--- src/design/lphs_pkg.sv ---
// shared types and codes for the linear probing hash set
package lphs_pkg;

    localparam int KEY_W    = 31;
    localparam int SLOT_W   = 10;
    localparam int PROBES_W = 11;
    localparam int STATUS_W = 3;

    typedef logic [KEY_W-1:0]    t_key;
    typedef logic [SLOT_W-1:0]   t_slot;
    typedef logic [PROBES_W-1:0] t_probes;

    typedef enum logic [STATUS_W-1:0] {
        ST_INSERTED  = 3'd0,
        ST_PRESENT   = 3'd1,
        ST_FULL      = 3'd2,
        ST_FOUND     = 3'd3,
        ST_NOT_FOUND = 3'd4
    } t_status;

    localparam logic ACT_INSERT = 1'b0;
    localparam logic ACT_SEARCH = 1'b1;

    typedef struct packed {
        logic  action;
        t_key  key;
        t_slot home;
    } t_entry;

endpackage

--- src/design/lphs_front.sv ---
// front end: takes words and works out the home slot by reciprocal multiplication
module lphs_front #(
    parameter int TABLE_SIZE = 16
) (
    input  logic              i_clk,
    input  logic              i_rst_n,
    input  logic              i_hold,
    input  logic              i_valid,
    output logic              o_ready,
    input  logic              i_action,
    input  lphs_pkg::t_key    i_key,
    input  logic              i_full,
    output logic              o_push,
    output lphs_pkg::t_entry  o_word
);

    localparam int AW = $clog2(TABLE_SIZE);
    localparam int KW = lphs_pkg::KEY_W;
    localparam int RW = KW + 1;
    localparam int PW = KW + RW;
    localparam int SH = KW + AW;
    localparam logic [63:0]   ONE   = 64'd1;
    localparam logic [63:0]   DIV   = 64'(TABLE_SIZE);
    localparam logic [RW-1:0] RECIP = RW'(((ONE << SH) + DIV - ONE) / DIV);

    logic           r_busy, n_busy;
    logic           r_done, n_done;
    logic           r_cnt, n_cnt;
    logic [PW-1:0]  r_prod, n_prod;
    logic [AW-1:0]  r_rem, n_rem;
    logic [KW-1:0]  quot;
    logic [KW-1:0]  quot_d;
    logic [AW-1:0]  red_rem;
    logic           r_act;
    lphs_pkg::t_key r_key;
    logic           accept;

    // quotient from the rounded-up reciprocal, exact for every key width value
    assign quot    = KW'(r_prod >> SH);
    assign quot_d  = quot * KW'(TABLE_SIZE);
    assign red_rem = AW'(r_key - quot_d);

    assign o_push  = r_busy && r_done && !i_full;
    assign o_ready = !i_hold && (!r_busy || o_push);
    assign accept  = i_valid && o_ready;

    assign o_word.action = r_act;
    assign o_word.key    = r_key;
    assign o_word.home   = lphs_pkg::t_slot'(r_rem);

    always_comb begin
        n_busy = r_busy;
        n_done = r_done;
        n_cnt  = r_cnt;
        n_prod = r_prod;
        n_rem  = r_rem;
        if (accept) begin
            n_busy = 1'b1;
            n_done = 1'b0;
            n_cnt  = 1'b0;
        end else if (o_push) begin
            n_busy = 1'b0;
        end else if (r_busy && !r_done) begin
            if (!r_cnt) begin
                n_prod = PW'(r_key) * PW'(RECIP);
                n_cnt  = 1'b1;
            end else begin
                n_rem  = red_rem;
                n_done = 1'b1;
            end
        end
    end

    always_ff @(posedge i_clk) begin
        if (!i_rst_n) begin
            r_busy <= 1'b0;
            r_done <= 1'b0;
            r_cnt  <= 1'b0;
        end else begin
            r_busy <= n_busy;
            r_done <= n_done;
            r_cnt  <= n_cnt;
        end
    end

    always_ff @(posedge i_clk) begin
        r_prod <= n_prod;
        r_rem  <= n_rem;
        if (accept) begin
            r_act <= i_action;
            r_key <= i_key;
        end
    end

endmodule

--- src/design/lphs_queue.sv ---
// two-entry queue between front and back
module lphs_queue (
    input  logic             i_clk,
    input  logic             i_rst_n,
    input  logic             i_push,
    input  lphs_pkg::t_entry i_word,
    output logic             o_full,
    input  logic             i_pop,
    output logic             o_valid,
    output lphs_pkg::t_entry o_word
);

    lphs_pkg::t_entry r_mem [2];
    logic             r_wp, r_rp;
    logic [1:0]       r_cnt;

    assign o_full  = (r_cnt == 2'd2);
    assign o_valid = (r_cnt != 2'd0);
    assign o_word  = r_mem[r_rp];

    always_ff @(posedge i_clk) begin
        if (!i_rst_n) begin
            r_wp  <= 1'b0;
            r_rp  <= 1'b0;
            r_cnt <= 2'd0;
        end else begin
            if (i_push) begin
                r_wp <= ~r_wp;
            end
            if (i_pop) begin
                r_rp <= ~r_rp;
            end
            case ({i_push, i_pop})
                2'b10:   r_cnt <= r_cnt + 2'd1;
                2'b01:   r_cnt <= r_cnt - 2'd1;
                default: r_cnt <= r_cnt;
            endcase
        end
    end

    always_ff @(posedge i_clk) begin
        if (i_push) begin
            r_mem[r_wp] <= i_word;
        end
    end

endmodule

--- src/design/lphs_back.sv ---
// back end: slot memory, probe sequencer and result register
module lphs_back #(
    parameter int TABLE_SIZE = 16
) (
    input  logic                i_clk,
    input  logic                i_rst_n,
    output logic                o_clearing,
    input  logic                i_q_valid,
    input  lphs_pkg::t_entry    i_q_word,
    output logic                o_q_pop,
    output logic                o_valid,
    input  logic                i_ready,
    output lphs_pkg::t_status   o_status,
    output lphs_pkg::t_slot     o_slot,
    output lphs_pkg::t_probes   o_probes
);

    localparam int AW = $clog2(TABLE_SIZE);
    localparam int NW = $clog2(TABLE_SIZE + 1);
    localparam int MW = lphs_pkg::KEY_W + 1;
    localparam logic [AW-1:0] LAST = AW'(TABLE_SIZE - 1);

    typedef enum logic [2:0] {
        S_CLEAR = 3'b001,
        S_IDLE  = 3'b010,
        S_PROBE = 3'b100
    } t_state;

    t_state            r_state, n_state;
    logic [AW-1:0]     r_pos, n_pos;
    logic [AW-1:0]     r_next, n_next;
    logic [NW-1:0]     r_n, n_n;
    logic              r_act;
    lphs_pkg::t_key    r_key;
    logic [MW-1:0]     r_mem [TABLE_SIZE];
    logic [MW-1:0]     r_rd;
    logic [AW-1:0]     rd_addr;
    logic              wr_en;
    logic [AW-1:0]     wr_addr;
    logic [MW-1:0]     wr_data;
    logic              r_o_valid, n_o_valid;
    lphs_pkg::t_status r_status, n_status;
    lphs_pkg::t_slot   r_slot, n_slot;
    lphs_pkg::t_probes r_probes, n_probes;
    logic [AW-1:0]     home;
    logic              start;
    logic              slot_empty, slot_match, lap_done, fin;

    function automatic logic [AW-1:0] f_inc(input logic [AW-1:0] p);
        f_inc = (p == LAST) ? '0 : p + 1'b1;
    endfunction

    assign home       = i_q_word.home[AW-1:0];
    assign start      = (r_state == S_IDLE) && i_q_valid && (!r_o_valid || i_ready);
    assign o_q_pop    = start;
    assign o_clearing = (r_state == S_CLEAR);

    assign slot_empty = !r_rd[MW-1];
    assign slot_match = r_rd[MW-1] && (r_rd[MW-2:0] == r_key);
    assign lap_done   = (r_n == NW'(TABLE_SIZE));
    assign fin        = slot_empty || slot_match || lap_done;

    assign o_valid  = r_o_valid;
    assign o_status = r_status;
    assign o_slot   = r_slot;
    assign o_probes = r_probes;

    always_comb begin
        n_state   = r_state;
        n_pos     = r_pos;
        n_next    = r_next;
        n_n       = r_n;
        n_o_valid = r_o_valid;
        n_status  = r_status;
        n_slot    = r_slot;
        n_probes  = r_probes;
        rd_addr   = r_next;
        wr_en     = 1'b0;
        wr_addr   = r_pos;
        wr_data   = {1'b0, {lphs_pkg::KEY_W{1'b1}}};
        if (r_o_valid && i_ready) begin
            n_o_valid = 1'b0;
        end
        unique case (r_state)
            S_CLEAR: begin
                wr_en = 1'b1;
                if (r_pos == LAST) begin
                    n_state = S_IDLE;
                end else begin
                    n_pos = r_pos + 1'b1;
                end
            end
            S_IDLE: begin
                rd_addr = home;
                if (start) begin
                    n_pos   = home;
                    n_next  = f_inc(home);
                    n_n     = NW'(1);
                    n_state = S_PROBE;
                end
            end
            S_PROBE: begin
                if (fin) begin
                    n_state   = S_IDLE;
                    n_o_valid = 1'b1;
                    n_probes  = lphs_pkg::t_probes'(r_n);
                    n_slot    = '0;
                    if (slot_empty) begin
                        if (r_act == lphs_pkg::ACT_SEARCH) begin
                            n_status = lphs_pkg::ST_NOT_FOUND;
                        end else begin
                            n_status = lphs_pkg::ST_INSERTED;
                            n_slot   = lphs_pkg::t_slot'(r_pos);
                            wr_en    = 1'b1;
                            wr_data  = {1'b1, r_key};
                        end
                    end else if (slot_match) begin
                        if (r_act == lphs_pkg::ACT_SEARCH) begin
                            n_status = lphs_pkg::ST_FOUND;
                            n_slot   = lphs_pkg::t_slot'(r_pos);
                        end else begin
                            n_status = lphs_pkg::ST_PRESENT;
                        end
                    end else if (r_act == lphs_pkg::ACT_SEARCH) begin
                        n_status = lphs_pkg::ST_NOT_FOUND;
                    end else begin
                        n_status = lphs_pkg::ST_FULL;
                    end
                end else begin
                    n_pos  = r_next;
                    n_next = f_inc(r_next);
                    n_n    = r_n + 1'b1;
                end
            end
            default: begin
                n_state = S_CLEAR;
            end
        endcase
    end

    always_ff @(posedge i_clk) begin
        if (!i_rst_n) begin
            r_state   <= S_CLEAR;
            r_pos     <= '0;
            r_o_valid <= 1'b0;
        end else begin
            r_state   <= n_state;
            r_pos     <= n_pos;
            r_o_valid <= n_o_valid;
        end
    end

    always_ff @(posedge i_clk) begin
        r_next   <= n_next;
        r_n      <= n_n;
        r_status <= n_status;
        r_slot   <= n_slot;
        r_probes <= n_probes;
        if (start) begin
            r_act <= i_q_word.action;
            r_key <= i_q_word.key;
        end
    end

    always_ff @(posedge i_clk) begin
        if (wr_en) begin
            r_mem[wr_addr] <= wr_data;
        end
        r_rd <= r_mem[rd_addr];
    end

endmodule

--- src/design/linear_probing_hash_set.sv ---
// top level of the linear probing hash set
//
//   channel  | handshake                  | word
//   ---------+----------------------------+------------------------------
//   input    | i_in_valid / o_in_ready    | i_action, i_key
//   output   | o_out_valid / i_out_ready  | o_status, o_slot, o_probes
//
// front end: a reciprocal multiply then a reduce to the home slot, one word at a time
// back end: a word is taken in the idle state, then one slot read a cycle, one per probe
// a word passes the multiply, the reduce, the queue and the idle state, then its probes
// the front works on the next word while the back probes; a two-entry queue sits between
// after reset a clearing pass empties every slot of the memory; no word taken
// a new probe starts only once the result register is free or being taken
module linear_probing_hash_set #(
    parameter int TABLE_SIZE = 16
) (
    input  logic        i_clk,
    input  logic        i_rst_n,
    input  logic        i_in_valid,
    output logic        o_in_ready,
    input  logic        i_action,
    input  logic [30:0] i_key,
    output logic        o_out_valid,
    input  logic        i_out_ready,
    output logic [2:0]  o_status,
    output logic [9:0]  o_slot,
    output logic [10:0] o_probes
);

    lphs_pkg::t_entry  front_word, q_word;
    lphs_pkg::t_status status;
    logic              push, q_full, q_valid, q_pop, clearing;

    lphs_front #(.TABLE_SIZE(TABLE_SIZE)) u_front (
        .i_clk   (i_clk),
        .i_rst_n (i_rst_n),
        .i_hold  (clearing),
        .i_valid (i_in_valid),
        .o_ready (o_in_ready),
        .i_action(i_action),
        .i_key   (i_key),
        .i_full  (q_full),
        .o_push  (push),
        .o_word  (front_word)
    );

    lphs_queue u_queue (
        .i_clk  (i_clk),
        .i_rst_n(i_rst_n),
        .i_push (push),
        .i_word (front_word),
        .o_full (q_full),
        .i_pop  (q_pop),
        .o_valid(q_valid),
        .o_word (q_word)
    );

    lphs_back #(.TABLE_SIZE(TABLE_SIZE)) u_back (
        .i_clk     (i_clk),
        .i_rst_n   (i_rst_n),
        .o_clearing(clearing),
        .i_q_valid (q_valid),
        .i_q_word  (q_word),
        .o_q_pop   (q_pop),
        .o_valid   (o_out_valid),
        .i_ready   (i_out_ready),
        .o_status  (status),
        .o_slot    (o_slot),
        .o_probes  (o_probes)
    );

    assign o_status = status;

endmodule

--- config.mk ---
export PLATFORM = sky130hd
export DESIGN_NAME = linear_probing_hash_set
export DESIGN_NICKNAME = d
export VERILOG_FILES = /design/src/design/lphs_pkg.sv /design/src/design/lphs_front.sv /design/src/design/lphs_queue.sv /design/src/design/lphs_back.sv /design/src/design/linear_probing_hash_set.sv
export SDC_FILE = /design/constraint.sdc
export NUM_CORES = 1
export LEC_CHECK = 0
export BUFFER_PORTS_ARGS = -buffer_cell sky130_fd_sc_hd__buf_2
export CAP_MARGIN = 20
export CORE_MARGIN = 5
export CORE_UTILIZATION = 35
export CTS_BUF_LIST = sky130_fd_sc_hd__clkbuf_8
export CTS_CLUSTER_DIAMETER = 100
export CTS_CLUSTER_SIZE = 28
export DETAILED_ROUTE_END_ITERATION = 6
export SYNTH_ARGS = -nofsm -noshare
export SYNTH_HDL_FRONTEND = slang
export SYNTH_SLANG_ARGS = --single-unit
--- constraint.sdc ---
create_clock -name i_clk -period 4.15 [get_ports i_clk]
set_input_delay 0.6225 -clock i_clk [delete_from_list [all_inputs] [get_ports i_clk]]
set_output_delay 0.6225 -clock i_clk [all_outputs]
set_load 0.005 [all_outputs]
======== After elaboration in Yosys (flattened, before gate mapping) ========
Memory sizes are Yosys's and may differ from the RTL's. A register that Yosys moved wholly into a read port is not among the register bits.
Cells that the tools add are included.
Widths: inputs -> output; s select.
storage, ports and cells
  bits in registers ....................... 110
  ROM bits ................................ 0
  memory bits (writable) .................. 584
  bits in latches ......................... 0
  memories kept ........................... 2
memories
  name           depth  width  read ports  clocked after Yosys merged registers in  wr ports  line              source
  u_back.r_mem   16     32     1           1                                        1         lphs_back.sv:35   logic [MW-1:0] r_mem [TABLE_SIZE];
  u_queue.r_mem  2      36     1           1                                        1         lphs_queue.sv:13  lphs_pkg::t_entry r_mem [2];
operators by class
  multipliers ............................. 0
  multiplexer cells ....................... 46
  reductions and logical operators ........ 32
  order comparisons ....................... 0
  bitwise logic cells ..................... 5
  add/sub/neg operators ................... 7
  div/mod/pow operators ................... 0
  shifts and indexed selects .............. 0
  equal/unequal tests ..................... 16
operators by type and width
  cell                 count
  $mux 32              4
  $mux 4               10
  $eq 31x31->1         1
  $mux 3               7
  $mux 10              2
  $mux 1               14
  $add 4x1->4 const B  3
  $eq 4x4->1 const B   3
  $pmux 4 s3           1
  $mux 5               2
  $pmux 5 s2           1
  $logic_and 1x1->1    9
  $pmux 3 s3           1
  $reduce_and 3->1     3
  $pmux 4 s2           1
  $reduce_and 4->1     2
  $reduce_bool 2->1    4
  $logic_not 1->1      6
  $ne 2x2->1 const B   3
  $add 5x1->5 const B  1
  $eq 5x5->1 const B   1
  $not 1->1            5
  $eq 2x2->1 const B   2
  $logic_or 1x1->1     4
  other kinds (14)     16

======== Depth between registers and ports, before layout ========
  depth after elaboration ................. 8
  depth in mapped cells ................... 9
  gate-level depth less buffers ........... 8

======== Cells and area by module ========
Synthesis repeated with hierarchy kept, for this count alone.
second synthesis, totals
  cells, all modules ...................... 1869
  area total of the unflattened synthesis .. 28324.7 µm²
modules (own cells, without submodules)
  module      times used  area an instance (µm²)  cells an instance
  lphs_back   1           23800.3                 1654
  lphs_queue  1           3239.4                  153
  lphs_front  1           1285.0                  62

======== Worst setup path after synthesis ========
Ideal clock, no wire load.
  kind .................................... reg-to-reg
  from .................................... register u_back.r_state[0]
  to ...................................... memory u_back.r_mem[1][0] in the netlist's numbering, enable pin
  clock period less this slack ............ 3.754 ns
  arrival ................................. 3.292 ns
  stages on the path, launching flop included .. 5
  setup slack ............................. 0.396 ns
  required time ........................... 3.689 ns
  setup time .............................. 0.461 ns
  cells stage by stage .................... dfxtp_1 -> nor3b_1 -> nand2b_1 -> nand2_1 -> nor3_1
on the way
  cells in the longest elaborated chain, start to end .. 4
RTL lines
  what                                             line              source
  from (decl)                                      lphs_back.sv:29   t_state r_state, n_state;
  from (signal assigned)                           lphs_back.sv:147  r_state <= n_state;
  $eq 3x3->1 / $eq 3x1->1 (equally long branches)  lphs_back.sv:84   unique case (r_state)
  $pmux 1 s2 (*)                                   lphs_back.sv:84
  $mux 1 (*)                                       lphs_back.sv:166  if (wr_en) begin
  $mux 1 (implied by the code) (*)                 lphs_back.sv:167  r_mem[wr_addr] <= wr_data;
  to (decl)                                        lphs_back.sv:35
Mark *: on every way between the ends. The rest lies on a longest branch, timed or not.

======== Worst setup path in the final report ========
  from .................................... register u_back.r_state[1]
  to ...................................... register u_back.r_rd[22], read port of u_back.r_mem
on the way
  cells in the longest elaborated chain, start to end .. 2
RTL lines
  what        line             source
  $eq 3x2->1  lphs_back.sv:84
  $mux 4      lphs_back.sv:84
  to (decl)   lphs_back.sv:36  logic [MW-1:0] r_rd;
No other way between the ends.
A chain may end at the register's enable or synchronous reset.

==> flow_summary.toml <==
[drt]
drtAntennaViolNets = 0
drt_first_pass_iters = 5
wl_per_cell_um = 21.6
wl_mm = 64.3
vias = 15763
drt-initial-drc-count = 1697
drc = 0
vias_per_cell = 5.29

[job]
cap_violations = 0

[sta]
grt_setup_unrepaired = "false"
hold_viol = 0
worstMarginPinSlew_ps = 1040
fin_crit_sh = 0.718
finClkSkew_ps = 18.4
maxSlewHeadroom = 0.305
min_period_ps = 2980
fin_ws_ps = 1170
clock.fmax_mhz = 336
drv_slew = 0
whs_ps = 95.1
finalSetupTns_ps = 0
setup_violations = 0

[cells_and_area]
drive_gt1_frac = 0.119
post-route-util = 0.380
final-seq-area_mm2 = 0.0212
nNetsFinal = 1954
area_delta_synth_final_pct = 7.90
fill_cells = 7381
multi_input_area_mm2 = 0.00619
design_area_mm2 = 0.0300
final_cell_count_no_fill = 2981

[die]
rows = 103
fp.dieArea_mm2 = 0.0851
die_y_um = 292
initial_utilization = 0.352
core-area_mm2 = 0.0789
die-width_um = 292
ios = 62

[critical_path]
ff2ff_path_depth = 7
worstSetupStartpoint = "u_back.r_state[1]"
end_kind = "flop"
startpoint_type = "flop"
criticalPathCategory = "reg2reg"
cp.required_ps = 4720
worstSetupEndpoint = "u_back.r_rd[22]"
crit_fanout = 52
r2r_setup_slack_ps = 1170
r2r-end = "u_back.r_rd[22]"
rr_startpoint = "u_back.r_state[1]"
cp.arrival_ps = 3550

[logic_synthesis]
syn_avg_cell_area_um2 = 14.7
ys_ff_latch = 721
synthTopCellsByArea = "edfxtp_1 (73%), nand2_1 (4.6%), a21oi_1 (3.6%), dfxtp_1 (3.5%), a22oi_1 (1.8%)"
yosysWarnings = 0
yosys.area.top_type = "edfxtp_1"
async_reset_ff_frac = 0
ys_types = 48
synth.top_cell.area_share = 0.728
netlist_area_mm2 = 0.0278
ys_seq_area_frac = 0.762
synth_flop_cell = "edfxtp_1"
synth_edf_count = 673
synth_cells = 1895

[power]
p_seq_frac = 0.737
finalPower_mw = 10.8
power_frac_clock = 0.246
power_density_mw_per_mm2 = 359
p_leak_nw = 10.1
power_frac_comb = 0.017
vdd_drop_max_v = 0.000261
netSwitchingFraction = 0.199
p_switching_mw = 2.14
power.internal_mw = 8.63

[placed_design]
dp_hpwl_mm = 35.4
placed_area_mm2 = 0.0295
preCtsSetupSlack_ps = 1150
io_buffers = 49
globalplace.congestion = 0.772
dp.cells = 2926

[global_route]
grt_overflow = 0
gr-usage-all-layers = 0.145
grt_max_degree = 129
grt_pass1_vias = 15567
antenna_found_initial = 2
grt_first_pass_wirelength_mm = 96.4

[clock_tree]
cts_setup_buffers = 0
cts.htree.levels = 1
clkSinkCount = 721
ctsResizeCount = 0
root_buffer = "clkbuf_8"
clk_path_buf_depth = 3
clk_latency_ps = 700
cts_buffers = 29
clk_pin_slew_worst_paths_ps = 150
cts_tree = "yes"
ctsHoldBuffers = 0

[worst_hold_path]
holdPathStages = 1
hold_class = "in2reg"

[run_status]
status = "completed"
## synthesized netlist by cell type (32+ instances only)
| master | count |
|---|---|
| dfxtp_1 | 48 |
| a21oi_1 | 200 |
| o21ai_0 | 71 |
| edfxtp_1 | 673 |
| or2_2 | 32 |
| a31oi_1 | 34 |
| nand2_1 | 340 |
| a22oi_1 | 68 |
| mux2_2 | 36 |
| buf_2 | 68 |
| xor2_1 | 35 |
| clkbuf_1 | 37 |
| a32oi_1 | 32 |
| o211ai_1 | 39 |
## worst min path at each step
| stage | from | to | slack [ps] |
|---|---|---|---|
| 5_1_grt | i_key[28] | u_front.r_key[28] | 40 |
| 3_5_place_dp | u_front.r_key[20] | u_queue.r_mem[0][24] | 430 |
| 6_report | i_key[17] | u_front.r_key[17] | 100 |
| 4_1_cts | i_key[17] | u_front.r_key[17] | 20 |
| 3_3_place_gp | u_front.r_key[10] | u_queue.r_mem[1][14] | 420 |
| 2_1_floorplan | u_front.r_rem[0] | u_queue.r_mem[0][0] | 420 |
## cells by family after synthesis
logic type      synth area share
flops                      0.762
xor+xnor                  0.0129
mux                       0.0177
buf+inv                   0.0245
other cells             0.000135
simple gates              0.0672
fa+ha+maj                0.00450
compound gates             0.111
## state kept, by name (all words and copies together) (netlist names), 2 cells and up, named ones only
signal / count
u_back.o_probes: 5
u_back.o_slot: 4
u_back.r_n: 5
u_front.r_rem: 4
u_back.r_key: 31
u_back.r_rd: 32
u_back.r_pos: 4
u_queue.r_cnt: 2
u_queue.r_mem: 72
u_back.o_status: 3
u_back.r_state: 3
u_front.r_key: 31
u_back.r_next: 4
u_back.r_mem: 512
## worst max-delay path: stages (launching register included)
cell	delay, ps
dfxtp_1	410
nor3b_4	310
buf_4	290
mux2i_4	750
buf_12	330
a21oi_1	110
a22o_1	250
o211ai_1	330
## layer usage
layer	GRT usage	wire length [um]	vias up
met1	0.201	27500	8044
met4	0.0347	1470	0
met5	0	0	-
met2	0.246	31300	528
li1	-	-	7097
met3	0.0176	4010	94
## final cells by class
| class | count | area share |
|---|---|---|
| clock inverter | 24 | 0.00330 |
| inverter | 14 | 0.00175 |
| tap | 1050 | 0.0438 |
| antenna | 1 | 0.0000835 |
| sequential | 721 | 0.706 |
| clock buffer | 29 | 0.0133 |
| multi-input combinational | 1043 | 0.206 |
| timing repair buffer | 99 | 0.0249 |
## power by group through the flow
stage	registers [mW]	clock network, mW	logic [mW]
3_5_place_dp	8.10	0	0.185
2_1_floorplan	8.10	0	0.0866
5_1_grt	7.94	2.99	0.195
4_1_cts	7.94	2.73	0.185
3_3_place_gp	8.10	0	0.182
6_report	7.94	2.65	0.180
## cells in the final DEF (no fill, tap or decap), types with 3 or more instances in the layout
cell	count
edfxtp_1	673
nand2_1	340
a21oi_1	200
o21ai_0	71
a22oi_1	68
buf_2	49
dfxtp_1	47
buf_4	40
o211ai_1	39
inv_1	36
xor2_1	35
mux2_2	35
a31oi_1	34
or2_2	32
a22o_1	31
a32oi_1	31
clkbuf_8	29
nor2_4	16
conb_1	12
nor2_1	10
and2_1	10
ha_1	10
buf_12	10
nor4_1	7
nand3_1	7
xnor2_1	6
nand2b_1	5
nor3_2	4
o211a_1	4
nor3_1	3
a21boi_0	3
Power figures use the tool's default switching activity.
